<file path="config.mk">
export PLATFORM = sky130hd
export DESIGN_NAME = utf8_to_ucs2_decoder_top_flat
export DESIGN_NICKNAME = d
export VERILOG_FILES = /design/src/u8d_pkg.sv /design/src/u8d_if.sv /design/src/utf8_to_ucs2_decoder_top.sv /design/src/u8d_in_reg.sv /design/src/u8d_core.sv /design/src/u8d_out_reg.sv /design/src/flat_wrapper.sv
export SDC_FILE = /design/constraint.sdc
export NUM_CORES = 1
export LEC_CHECK = 0
export BUFFER_PORTS_ARGS = -buffer_cell sky130_fd_sc_hd__buf_4
export CAP_MARGIN = 15
export CORE_ASPECT_RATIO = 1.75
export CORE_MARGIN = 2
export CORE_UTILIZATION = 54
export DETAILED_ROUTE_END_ITERATION = 10
export GPL_ROUTABILITY_DRIVEN = 0
export GPL_TIMING_DRIVEN = 0
export PLACE_DENSITY = 0.77
export RECOVER_POWER = 25
export SLEW_MARGIN = 5
export SYNTH_ARGS = -nofsm -noshare
export SYNTH_HDL_FRONTEND = slang
export SYNTH_SLANG_ARGS = --single-unit
</file>
<file path="constraint.sdc">
create_clock -name clk -period 2.78 [get_ports clk]
set_input_delay 0.139 -clock clk [delete_from_list [all_inputs] [get_ports clk]]
set_output_delay 0.139 -clock clk [all_outputs]
set_load 0.02 [all_outputs]
</file>
<file path="src/u8d_pkg.sv">
package u8d_pkg;

  localparam int unsigned ByteW = 8;
  localparam int unsigned UnitW = 16;
  localparam int unsigned LeftW = 3;

  localparam logic [UnitW-1:0] ReplacementUnit = 16'hFFFD;
  localparam logic [ByteW-1:0] Lead2Mask       = 8'h1F;
  localparam logic [ByteW-1:0] Lead3Mask       = 8'h0F;

  // Continuation bytes still expected after each lead kind
  localparam logic [LeftW-1:0] Follow2 = 3'd1;
  localparam logic [LeftW-1:0] Follow3 = 3'd2;
  localparam logic [LeftW-1:0] Follow4 = 3'd3;
  localparam logic [LeftW-1:0] Follow5 = 3'd4;
  localparam logic [LeftW-1:0] Follow6 = 3'd5;
  localparam logic [LeftW-1:0] NoneLeft = 3'd0;
  localparam logic [LeftW-1:0] LastLeft = 3'd1;

  // Input register contents handed to the decoder
  typedef struct packed {
    logic             valid;
    logic [ByteW-1:0] data;
  } byte_stage_t;

  // Decoder result handed to the output register
  typedef struct packed {
    logic             valid;
    logic [UnitW-1:0] code_unit;
    logic             replaced;
  } unit_stage_t;

endpackage

</file>
<file path="src/u8d_if.sv">
interface u8d_byte_if;
  logic                      valid;
  logic                      ready;
  logic [u8d_pkg::ByteW-1:0] byte_in;

  modport source (output valid, output byte_in, input ready);
  modport sink (input valid, input byte_in, output ready);
endinterface

interface u8d_unit_if;
  logic                      valid;
  logic                      ready;
  logic [u8d_pkg::UnitW-1:0] code_unit;
  logic                      replaced;

  modport source (output valid, output code_unit, output replaced, input ready);
  modport sink (input valid, input code_unit, input replaced, output ready);
endinterface

</file>
<file path="src/utf8_to_ucs2_decoder_top.sv">
// UTF-8 to 16-bit code unit decoder. Feed one byte of a UTF-8 stream per
// word on byte_stream; a word appears on unit_stream each time a sequence
// completes. One- to three-byte sequences give their code point (truncated
// to 16 bits); four- to six-byte sequences are swallowed whole and give
// 0xFFFD with replaced set. Stray continuation bytes and 0xFE/0xFF leads pass
// through as their raw value. Continuation bytes are never checked, and an
// unfinished sequence simply waits for more bytes. The block takes one byte
// every clock unless stalled: a byte is held in the input register and
// decoded, and its unit (if any) is then registered in the output register
// and shown from there. It stalls only while a finished unit waits in the
// output register and the sink holds ready low.
module utf8_to_ucs2_decoder_top (
  input logic         clk,
  input logic         rst,
  u8d_byte_if.sink    byte_stream,
  u8d_unit_if.source  unit_stream
);
  import u8d_pkg::*;

  byte_stage_t stage;
  unit_stage_t result;
  logic        advance;
  logic        out_free;

  // Input register: hold the accepted byte for the decoder
  u8d_in_reg u_in_reg (
    .clk      (clk),
    .rst      (rst),
    .in_valid (byte_stream.valid),
    .in_data  (byte_stream.byte_in),
    .in_ready (byte_stream.ready),
    .advance  (advance),
    .stage    (stage)
  );

  // Decoder: classify leads, gather continuation bits, advance the sequence
  u8d_core u_core (
    .clk      (clk),
    .rst      (rst),
    .stage    (stage),
    .out_free (out_free),
    .advance  (advance),
    .result   (result)
  );

  // Output register: drop the unit onto the sink side
  u8d_out_reg u_out_reg (
    .clk           (clk),
    .rst           (rst),
    .result        (result),
    .advance       (advance),
    .out_free      (out_free),
    .out_valid     (unit_stream.valid),
    .out_code_unit (unit_stream.code_unit),
    .out_replaced  (unit_stream.replaced),
    .out_ready     (unit_stream.ready)
  );
endmodule

</file>
<file path="src/u8d_in_reg.sv">
module u8d_in_reg (
  input  logic                      clk,
  input  logic                      rst,
  input  logic                      in_valid,
  input  logic [u8d_pkg::ByteW-1:0] in_data,
  output logic                      in_ready,
  input  logic                      advance,
  output u8d_pkg::byte_stage_t      stage
);
  import u8d_pkg::*;

  logic             valid;
  logic [ByteW-1:0] data;

  // Take a new word when empty or when the held one moves on
  assign in_ready = !valid || advance;

  always_ff @(posedge clk) begin
    if (rst) begin
      valid <= 1'b0;
    end else if (in_ready) begin
      valid <= in_valid;
    end
  end

  always_ff @(posedge clk) begin
    if (in_ready && in_valid) begin
      data <= in_data;
    end
  end

  assign stage.valid = valid;
  assign stage.data  = data;
endmodule

</file>
<file path="src/u8d_core.sv">
module u8d_core (
  input  logic                 clk,
  input  logic                 rst,
  input  u8d_pkg::byte_stage_t stage,
  input  logic                 out_free,
  output logic                 advance,
  output u8d_pkg::unit_stage_t result
);
  import u8d_pkg::*;

  logic [UnitW-1:0] accumulator, accumulator_next;
  logic [LeftW-1:0] bytes_left, bytes_left_next;
  logic             long_sequence, long_sequence_next;
  logic [UnitW-1:0] shifted;

  assign shifted = long_sequence ? accumulator
                                 : {accumulator[UnitW-7:0], stage.data[5:0]};

  always_comb begin
    accumulator_next   = accumulator;
    bytes_left_next    = bytes_left;
    long_sequence_next = long_sequence;
    result.valid       = 1'b0;
    result.code_unit   = {{(UnitW-ByteW){1'b0}}, stage.data};
    result.replaced    = 1'b0;
    if (bytes_left == NoneLeft) begin
      unique casez (stage.data)
        8'b110?????: begin
          bytes_left_next    = Follow2;
          accumulator_next   = {{(UnitW-ByteW){1'b0}}, stage.data & Lead2Mask};
          long_sequence_next = 1'b0;
        end
        8'b1110????: begin
          bytes_left_next    = Follow3;
          accumulator_next   = {{(UnitW-ByteW){1'b0}}, stage.data & Lead3Mask};
          long_sequence_next = 1'b0;
        end
        8'b11110???: begin
          bytes_left_next    = Follow4;
          accumulator_next   = '0;
          long_sequence_next = 1'b1;
        end
        8'b111110??: begin
          bytes_left_next    = Follow5;
          accumulator_next   = '0;
          long_sequence_next = 1'b1;
        end
        8'b1111110?: begin
          bytes_left_next    = Follow6;
          accumulator_next   = '0;
          long_sequence_next = 1'b1;
        end
        default: begin
          // ASCII, stray continuation bytes and 0xFE/0xFF leads pass through as raw bytes
          result.valid = 1'b1;
        end
      endcase
    end else begin
      bytes_left_next  = bytes_left - LastLeft;
      accumulator_next = shifted;
      if (bytes_left == LastLeft) begin
        result.valid       = 1'b1;
        result.code_unit   = long_sequence ? ReplacementUnit : shifted;
        result.replaced    = long_sequence;
        accumulator_next   = '0;
        long_sequence_next = 1'b0;
      end
    end
  end

  // Hold the byte only while a finished unit has nowhere to go
  assign advance = stage.valid && (!result.valid || out_free);

  always_ff @(posedge clk) begin
    if (rst) begin
      accumulator   <= '0;
      bytes_left    <= NoneLeft;
      long_sequence <= 1'b0;
    end else if (advance) begin
      accumulator   <= accumulator_next;
      bytes_left    <= bytes_left_next;
      long_sequence <= long_sequence_next;
    end
  end
endmodule

</file>
<file path="src/u8d_out_reg.sv">
module u8d_out_reg (
  input  logic                      clk,
  input  logic                      rst,
  input  u8d_pkg::unit_stage_t      result,
  input  logic                      advance,
  output logic                      out_free,
  output logic                      out_valid,
  output logic [u8d_pkg::UnitW-1:0] out_code_unit,
  output logic                      out_replaced,
  input  logic                      out_ready
);
  import u8d_pkg::*;

  logic             valid;
  logic [UnitW-1:0] code_unit;
  logic             replaced;
  logic             load;

  assign out_free = !valid || out_ready;
  assign load     = advance && result.valid;

  always_ff @(posedge clk) begin
    if (rst) begin
      valid <= 1'b0;
    end else if (out_free) begin
      valid <= load;
    end
  end

  always_ff @(posedge clk) begin
    if (load) begin
      code_unit <= result.code_unit;
      replaced  <= result.replaced;
    end
  end

  assign out_valid     = valid;
  assign out_code_unit = code_unit;
  assign out_replaced  = replaced;
endmodule

</file>
<file path="src/flat_wrapper.sv">
// flat-port wrapper written by rule: the top's interface ports become plain ports
module utf8_to_ucs2_decoder_top_flat import u8d_pkg::*;
  (clk, rst, byte_stream_valid, byte_stream_byte_in, byte_stream_ready, unit_stream_valid, unit_stream_code_unit, unit_stream_replaced, unit_stream_ready);
  u8d_byte_if byte_stream_i ();
  u8d_unit_if unit_stream_i ();
  input logic clk;
  input logic rst;
  input wire logic [$bits(byte_stream_i.valid)-1:0] byte_stream_valid;
  input wire logic [$bits(byte_stream_i.byte_in)-1:0] byte_stream_byte_in;
  output wire logic [$bits(byte_stream_i.ready)-1:0] byte_stream_ready;
  output wire logic [$bits(unit_stream_i.valid)-1:0] unit_stream_valid;
  output wire logic [$bits(unit_stream_i.code_unit)-1:0] unit_stream_code_unit;
  output wire logic [$bits(unit_stream_i.replaced)-1:0] unit_stream_replaced;
  input wire logic [$bits(unit_stream_i.ready)-1:0] unit_stream_ready;
  assign byte_stream_i.valid = byte_stream_valid;
  assign byte_stream_i.byte_in = byte_stream_byte_in;
  assign byte_stream_ready = byte_stream_i.ready;
  assign unit_stream_valid = unit_stream_i.valid;
  assign unit_stream_code_unit = unit_stream_i.code_unit;
  assign unit_stream_replaced = unit_stream_i.replaced;
  assign unit_stream_i.ready = unit_stream_ready;
  utf8_to_ucs2_decoder_top u_core (.clk(clk), .rst(rst), .byte_stream(byte_stream_i), .unit_stream(unit_stream_i));
endmodule
</file>
; Word-level counts from Yosys, hierarchy flattened
; Index checks and enable logic that the tools add are counted.
[word_totals]
reg_bits = 47
in_bits = 12
out_inout_bits = 19
[classes]
addsub = 1
eq_ne = 9
n_mux = 14
n_bitwise = 1
n_reduce_logical = 18
[op_table]
columns = operator, n
row1 = 16-bit 2-to-1 mux, 4
row2 = 16-bit one-hot mux with 3 select lines, 1
row3 = 18-bit 2-to-1 mux, 1
row4 = 3-bit one-hot mux with 5 select lines, 1
row5 = 9-bit 2-to-1 mux, 1
row6 = 7-bit equality test (second input constant), 1
row7 = 6-bit equality test (second input constant), 1
row8 = 6-bit by 1-bit inequality test with 1-bit output (second input constant), 1
row9 = 5-bit equality test (second input constant), 1
row10 = 5-bit OR reduction, 1
row11 = 4-bit equality test (second input constant), 1
row12 = 1-bit 2-to-1 mux, 4
row13 = 4-bit by 2-bit inequality test with 1-bit output (second input constant), 1
row14 = 2-bit AND reduction, 2
row15 = 2-bit OR reduction, 2
row16 = 3-bit by 1-bit equality test with 1-bit output (second input constant), 1
row17 = 3-bit equality test (second input constant), 1
row18 = 1-bit logical AND, 3
row19 = 1-bit zero test, 3
row20 = 3-bit zero test, 1
row21 = 1-bit logical OR, 3
row22 = 3-bit 2-to-1 mux, 1
row23 = 3-bit inequality test (second input constant), 1
row24 = 3-bit AND reduction, 1
row25 = other kinds (5), 5

; Longest topological paths before layout
[logic_depth]
depth_word = 9
depth_mapped = 6

; Cells and area by module
; From an unflattened synthesis, not the netlist that was laid out.
[hier_totals]
hier_cells = 164
hier_area_um2 = 1873.0
[by_module_without_submodules]
columns = mod, n_inst, cells_each, area_each_um2, seq_area_each_um2
row1 = u8d_core, 1, 128, 1009.7, 280.3
row2 = u8d_out_reg, 1, 22, 560.5, 530.5
row3 = u8d_in_reg, 1, 14, 302.8, 260.2

; Worst setup path before layout
; OpenSTA, ideal clock, no wires.
[synth_path]
path_type = register to register
start = register u_core.u_core.bytes_left[0]
end = register u_core.u_out_reg.code_unit[0] (netlist: u_core.u_out_reg.out_code_unit[0]), enable pin
setup_time_ns = 0.390
arrival_ns = 1.921
required_ns = 2.390
setup_slack_ns = 0.468
stages_incl_launch_ff = 7
n_path_buf = 0
period_less_slack_ns = 2.312
path_cell_list = dfxtp_1 inv_1 ha_1 nand4b_1 o22ai_1 nand2_1 nor2_1
[synth_between]
elab_chain_len = 7
word_cells_on_any_way = 8
[synth_rtl]
columns = item, line_no
row1 = from (decl), u8d_core.sv:12  ; logic [LeftW-1:0] bytes_left, bytes_left_next;
row2 = from (signal assigned), u8d_core.sv:77  ; bytes_left <= NoneLeft;
row3 = from (signal assigned), u8d_core.sv:81  ; bytes_left <= bytes_left_next;
row4 = 3-bit by 1-bit equality test with 1-bit output, u8d_core.sv:61  ; if (bytes_left == LastLeft) begin
row5 = 18-bit 2-to-1 mux, u8d_core.sv:61
row6 = 1-bit 2-to-1 mux (*), u8d_core.sv:26  ; if (bytes_left == NoneLeft) begin
row7 = 1-bit zero test, u8d_core.sv:72  ; assign advance = stage.valid && (!result.valid || out_free);
row8 = 1-bit logical OR, u8d_core.sv:72
row9 = 1-bit logical AND, u8d_core.sv:72
row10 = 1-bit logical AND (*), u8d_out_reg.sv:20  ; assign load = advance && result.valid;
row11 = via u_core.u_out_reg.load, u8d_out_reg.sv:17  ; logic load;
row12 = to (signal assigned), u8d_out_reg.sv:32  ; code_unit <= result.code_unit;
row13 = to (decl), u8d_out_reg.sv:15  ; logic [UnitW-1:0] code_unit;
; The timed path passes the listed nets; every way through them passes the cells marked *.
; A chain may end at the register's enable or synchronous reset.

; Worst setup path in the final report
[layout_path]
start = register u_core.u_core.bytes_left[0]
end = register u_core.u_in_reg.data[1], enable pin
[layout_between]
elab_chain_len = 8
word_cells_on_any_way = 9
[layout_rtl]
columns = item, line_no
row1 = 3-bit by 1-bit equality test with 1-bit output, u8d_core.sv:61
row2 = 18-bit 2-to-1 mux, u8d_core.sv:61
row3 = 1-bit 2-to-1 mux (*), u8d_core.sv:26
row4 = 1-bit zero test (*), u8d_core.sv:72
row5 = 1-bit logical OR (*), u8d_core.sv:72
row6 = 1-bit logical AND (*), u8d_core.sv:72
row7 = 1-bit logical OR (*), u8d_in_reg.sv:16  ; assign in_ready = !valid || advance;
row8 = 1-bit logical AND (*), u8d_in_reg.sv:27  ; if (in_ready && in_valid) begin
row9 = to (signal assigned), u8d_in_reg.sv:28  ; data <= in_data;
row10 = to (decl), u8d_in_reg.sv:13  ; logic [ByteW-1:0] data;
; Every way passes the cells marked *; elsewhere a longest branch is shown, timed or not.

==> report_table.html <==
<table>
<tr><th>Metric</th><th>Value</th></tr>
<tr><th colspan="2">Route</th></tr>
<tr><td>Iteration-0 DRC count of the detailed router</td><td>62</td></tr>
<tr><td>Routed via count divided by cell count</td><td>5.62</td></tr>
<tr><td>Final wirelength</td><td>3340 µm</td></tr>
<tr><td>Number of nets with antenna violations after routing</td><td>0</td></tr>
<tr><td>Via total after detailed routing</td><td>1276</td></tr>
<tr><td>Average wire per standard cell</td><td>14.7 µm</td></tr>
<tr><td>DRC violations left</td><td>0</td></tr>
<tr><td>Pre-Repair DR Iteration Count</td><td>4</td></tr>
<tr><th colspan="2">Timing</th></tr>
<tr><td>Final-report setup violation count</td><td>0</td></tr>
<tr><td>Time the worst path needs with I/O delays and setup</td><td>2450 ps</td></tr>
<tr><td>Final critical-path share of the clock period</td><td>88.0%</td></tr>
<tr><td>Fin Setup TNS</td><td>0 ps</td></tr>
<tr><td>Setup repair after global routing missed its margin</td><td>false</td></tr>
<tr><td>Number of pins with negative max-slew slack in the final report</td><td>0</td></tr>
<tr><td>PnR worst setup slack</td><td>333 ps</td></tr>
<tr><td>Layout Skew</td><td>11.2 ps</td></tr>
<tr><td>Number of endpoints with negative hold slack in the final report</td><td>0</td></tr>
<tr><td>FMAX</td><td>409 MHz</td></tr>
<tr><td>Worst max-slew margin expressed relative to the limit</td><td>40.0%</td></tr>
<tr><td>Worst Max-Slew Pin Slew</td><td>896 ps</td></tr>
<tr><td>Worst Hold Margin</td><td>44.6 ps</td></tr>
<tr><th colspan="2">Cells and area</th></tr>
<tr><td>Total number of nets in the final design</td><td>198</td></tr>
<tr><td>Relative area change from synthesis to final layout</td><td>18.0%</td></tr>
<tr><td>Antenna Diode Count</td><td>0</td></tr>
<tr><td>Fraction of final layout cells with drive strength greater than 1</td><td>19.0%</td></tr>
<tr><th colspan="2">Power and ir drop</th></tr>
<tr><td>Switching power share of the total</td><td>25.9%</td></tr>
<tr><td>Fraction of power consumed by the clock network</td><td>30.4%</td></tr>
<tr><td>IR Drop Worst-Case VDD</td><td>0.440 mV</td></tr>
<tr><td>Cell-internal power</td><td>0.000907 W</td></tr>
<tr><td>Comb pwr share</td><td>12.6%</td></tr>
<tr><td>Leakage component of the power</td><td>0.749 nW</td></tr>
<tr><td>P per Cell Area</td><td>592 mW/mm²</td></tr>
<tr><td>NetSw</td><td>0.000316 W</td></tr>
<tr><td>Flop pwr share</td><td>57.0%</td></tr>
<tr><th colspan="2">Placement</th></tr>
<tr><td>HPWL reported at the end of detailed placement</td><td>2440 µm</td></tr>
<tr><td>Number of port buffers</td><td>29</td></tr>
<tr><td>Placement Setup Slack</td><td>384 ps</td></tr>
<tr><th colspan="2">Global routing</th></tr>
<tr><td>Total overflow reported by the global router</td><td>0</td></tr>
<tr><td>Overall global routing resource usage</td><td>20.0%</td></tr>
<tr><td>Wire length of the first global-routing pass</td><td>5380 µm</td></tr>
<tr><td>Largest net degree at the start of global routing</td><td>14</td></tr>
<tr><td>Number of global-route vias before repair</td><td>1229</td></tr>
<tr><td>Number of antenna violations at the first check in global routing</td><td>0</td></tr>
<tr><th colspan="2">Worst setup path</th></tr>
<tr><td>Critical path peak fanout</td><td>9</td></tr>
<tr><td>Data arrival time of the worst path</td><td>2360 ps</td></tr>
<tr><td>WP data required</td><td>2700 ps</td></tr>
<tr><td>Nature of the critical path endpoint</td><td>flop</td></tr>
<tr><td>Path type of the worst setup path</td><td>flop to flop</td></tr>
<tr><td>CP Launch Type</td><td>flop</td></tr>
<tr><th colspan="2">Floorplan</th></tr>
<tr><td>Core area</td><td>0.00311 mm²</td></tr>
<tr><td>Placement Rows</td><td>27</td></tr>
<tr><td>Count of pins on the block boundary</td><td>31</td></tr>
<tr><td>Effective utilization at floorplan</td><td>56.3%</td></tr>
<tr><td>Die area</td><td>0.00373 mm²</td></tr>
<tr><td>Height of the die</td><td>79.3 µm</td></tr>
<tr><td>Die extent in x</td><td>47.0 µm</td></tr>
<tr><th colspan="2">Logic synthesis</th></tr>
<tr><td>Part of the Yosys area used for sequential elements</td><td>61.2%</td></tr>
<tr><td>Post-Synthesis Cell Area</td><td>0.00175 mm²</td></tr>
<tr><td>Post-synthesis register bit count</td><td>41</td></tr>
<tr><td>Per-instance average area after synthesis</td><td>12.0 µm²</td></tr>
<tr><td>Post-Synthesis Net Count</td><td>161</td></tr>
<tr><td>EDFF count, synth</td><td>25</td></tr>
<tr><td>Most common library cells after synthesis</td><td>sky130_fd_sc_hd__edfxtp_1 (25), sky130_fd_sc_hd__nor2_1 (18), sky130_fd_sc_hd__dfxtp_1 (16)</td></tr>
<tr><td>Top cell type's share of synthesized area</td><td>42.9%</td></tr>
<tr><td>Fraction of synthesis flops using an asynchronous set or reset pin</td><td>0%</td></tr>
<tr><td>Largest area contributor in the netlist</td><td>sky130_fd_sc_hd__edfxtp_1</td></tr>
<tr><td>Yosys warning total</td><td>0</td></tr>
<tr><td>Most numerous cell in the Yosys netlist</td><td>sky130_fd_sc_hd__edfxtp_1</td></tr>
<tr><td>Synth Flop Type</td><td>sky130_fd_sc_hd__edfxtp_1</td></tr>
<tr><td>Cell variety after synth</td><td>42</td></tr>
<tr><td>Largest cells by area after synthesis</td><td>sky130_fd_sc_hd__edfxtp_1 (43%), sky130_fd_sc_hd__dfxtp_1 (18%), sky130_fd_sc_hd__a22o_1 (4.5%)</td></tr>
<tr><td>Post-synthesis cell count</td><td>146</td></tr>
<tr><th colspan="2">Clocking</th></tr>
<tr><td>CTS tree</td><td>built</td></tr>
<tr><td>Clock root cell</td><td>sky130_fd_sc_hd__clkbuf_8</td></tr>
<tr><td>Post-CTS clock slew at the launch and capture registers of the worst setup and hold paths</td><td>80 ps</td></tr>
<tr><td>Number of clock buffers inserted by TritonCTS</td><td>5</td></tr>
<tr><td>Post-cts gate resize count</td><td>0</td></tr>
<tr><td>Htree depth</td><td>2</td></tr>
<tr><td>Hold bufs inserted after CTS</td><td>0</td></tr>
<tr><td>Clock latency at the later pin of the worst-skew pair</td><td>300 ps</td></tr>
<tr><td>Clock sink count</td><td>41</td></tr>
<tr><td>Clock buffer depth</td><td>2</td></tr>
<tr><td>Post-CTS setup buffer count</td><td>0</td></tr>
<tr><th colspan="2">Flow run</th></tr>
<tr><td>Max Cap Violations</td><td>0</td></tr>
<tr><th colspan="2">Status</th></tr>
<tr><td>Outcome</td><td>finished clean</td></tr>
<tr><th colspan="2">Hold path</th></tr>
<tr><td>Min-Delay Path Class</td><td>input port to flop</td></tr>
</table>
==> sequential cells by signal, summed over array words and instances, names as in the netlist <==
signal                          flops
u_core.u_core.long_sequence         1
u_core.u_out_reg.out_valid          1
u_core.u_core.bytes_left            3
u_core.u_in_reg.valid               1
u_core.u_out_reg.out_code_unit     16
u_core.u_core.accumulator          10
u_core.u_in_reg.data                8
u_core.u_out_reg.out_replaced       1
==> per-stage QoR <==
stage	instance area [µm²]	utilization [%]	instances	total power [W]
after global routing	2070	66.5	227	0.00127
final	2070	66.5	227	0.00122
after detailed placement	2030	65.3	219	0.000873
after floorplan	1750	-	146	0.000814
after global placement	2020	65.1	218	0.000867
after CTS	2110	68.0	227	0.00124
==> worst paths after layout <==
kind / startpoint / endpoint / slack, ps / cells after the start
worst min register to register: u_core.u_core.accumulator[4] / u_core.u_core.accumulator[4] / 480 / 1
worst min-delay path: byte_stream_byte_in[2] / u_core.u_in_reg.data[2] / 40 / 1
worst max register to register: u_core.u_core.bytes_left[0] / u_core.u_in_reg.data[1] / 330 / 5
worst max-delay path: u_core.u_core.bytes_left[0] / u_core.u_in_reg.data[1] / 330 / 5
==> power groups by stage <==
stage	Combinational, W	Sequential (W)	Clock [W]
global route	0.000169	0.000700	0.000397
detailed placement	0.000162	0.000710	0
floorplan	0.0000894	0.000724	0
finish	0.000155	0.000697	0.000372
CTS	0.000164	0.000697	0.000377
global placement	0.000157	0.000710	0
==> cells in the final DEF, fill, tap and decap left out, types with 2 or more instances in the layout <==
cell type	n
sky130_fd_sc_hd__nand2b_1	3
sky130_fd_sc_hd__nor2_1	18
sky130_fd_sc_hd__a21oi_1	7
sky130_fd_sc_hd__buf_4	9
sky130_fd_sc_hd__nor3b_1	2
sky130_fd_sc_hd__clkbuf_4	8
sky130_fd_sc_hd__inv_1	4
sky130_fd_sc_hd__a22o_1	9
sky130_fd_sc_hd__nand2_1	8
sky130_fd_sc_hd__o21ai_0	3
sky130_fd_sc_hd__o22ai_1	2
sky130_fd_sc_hd__nand3_1	5
sky130_fd_sc_hd__and3_1	2
sky130_fd_sc_hd__ha_1	3
sky130_fd_sc_hd__clkbuf_1	17
sky130_fd_sc_hd__dfxtp_1	16
sky130_fd_sc_hd__clkbuf_8	5
sky130_fd_sc_hd__clkinv_2	2
sky130_fd_sc_hd__nor2b_1	4
sky130_fd_sc_hd__edfxtp_1	25
sky130_fd_sc_hd__or2_2	5
sky130_fd_sc_hd__nor3_1	2
==> cell families after synthesis <==
group,count (synthesis),synth area share (%)
AND/OR/NAND/NOR,55,16.1
flip-flops,41,61.2
AO/OA/AOI/OAI,39,18.9
adder cells (fa/ha/maj),3,2.14
buffers and inverters,8,1.72
==> layout make-up <==
class                      count  area [µm²]
buffer                         4        15.0
inverter                       4        15.0
clock inverter                 3        16.3
sequential                    41        1070
clock buffer                   5        68.8
multi-input combinational     97         649
tap                           43        53.8
timing repair buffer          30         176
fill                         265        1040
==> per-layer routing <==
layer	wire (µm)	part of all wire, %	vias up	track usage (%)
met5	0	0	-	0
met4	160	4.8	0	11.7
met3	130	3.9	15	5.23
met2	1730	52	34	33.3
met1	1310	39	602	21.4
li1	-	-	625	-
==> critical path: stages (launching register included) <==
cell,delay [ps]
sky130_fd_sc_hd__dfxtp_1,390
sky130_fd_sc_hd__inv_1,80
sky130_fd_sc_hd__ha_1,300
sky130_fd_sc_hd__o21bai_1,330
sky130_fd_sc_hd__o22ai_1,230
sky130_fd_sc_hd__a31oi_1,730
No activity file was read; power rests on OpenSTA's default activity.
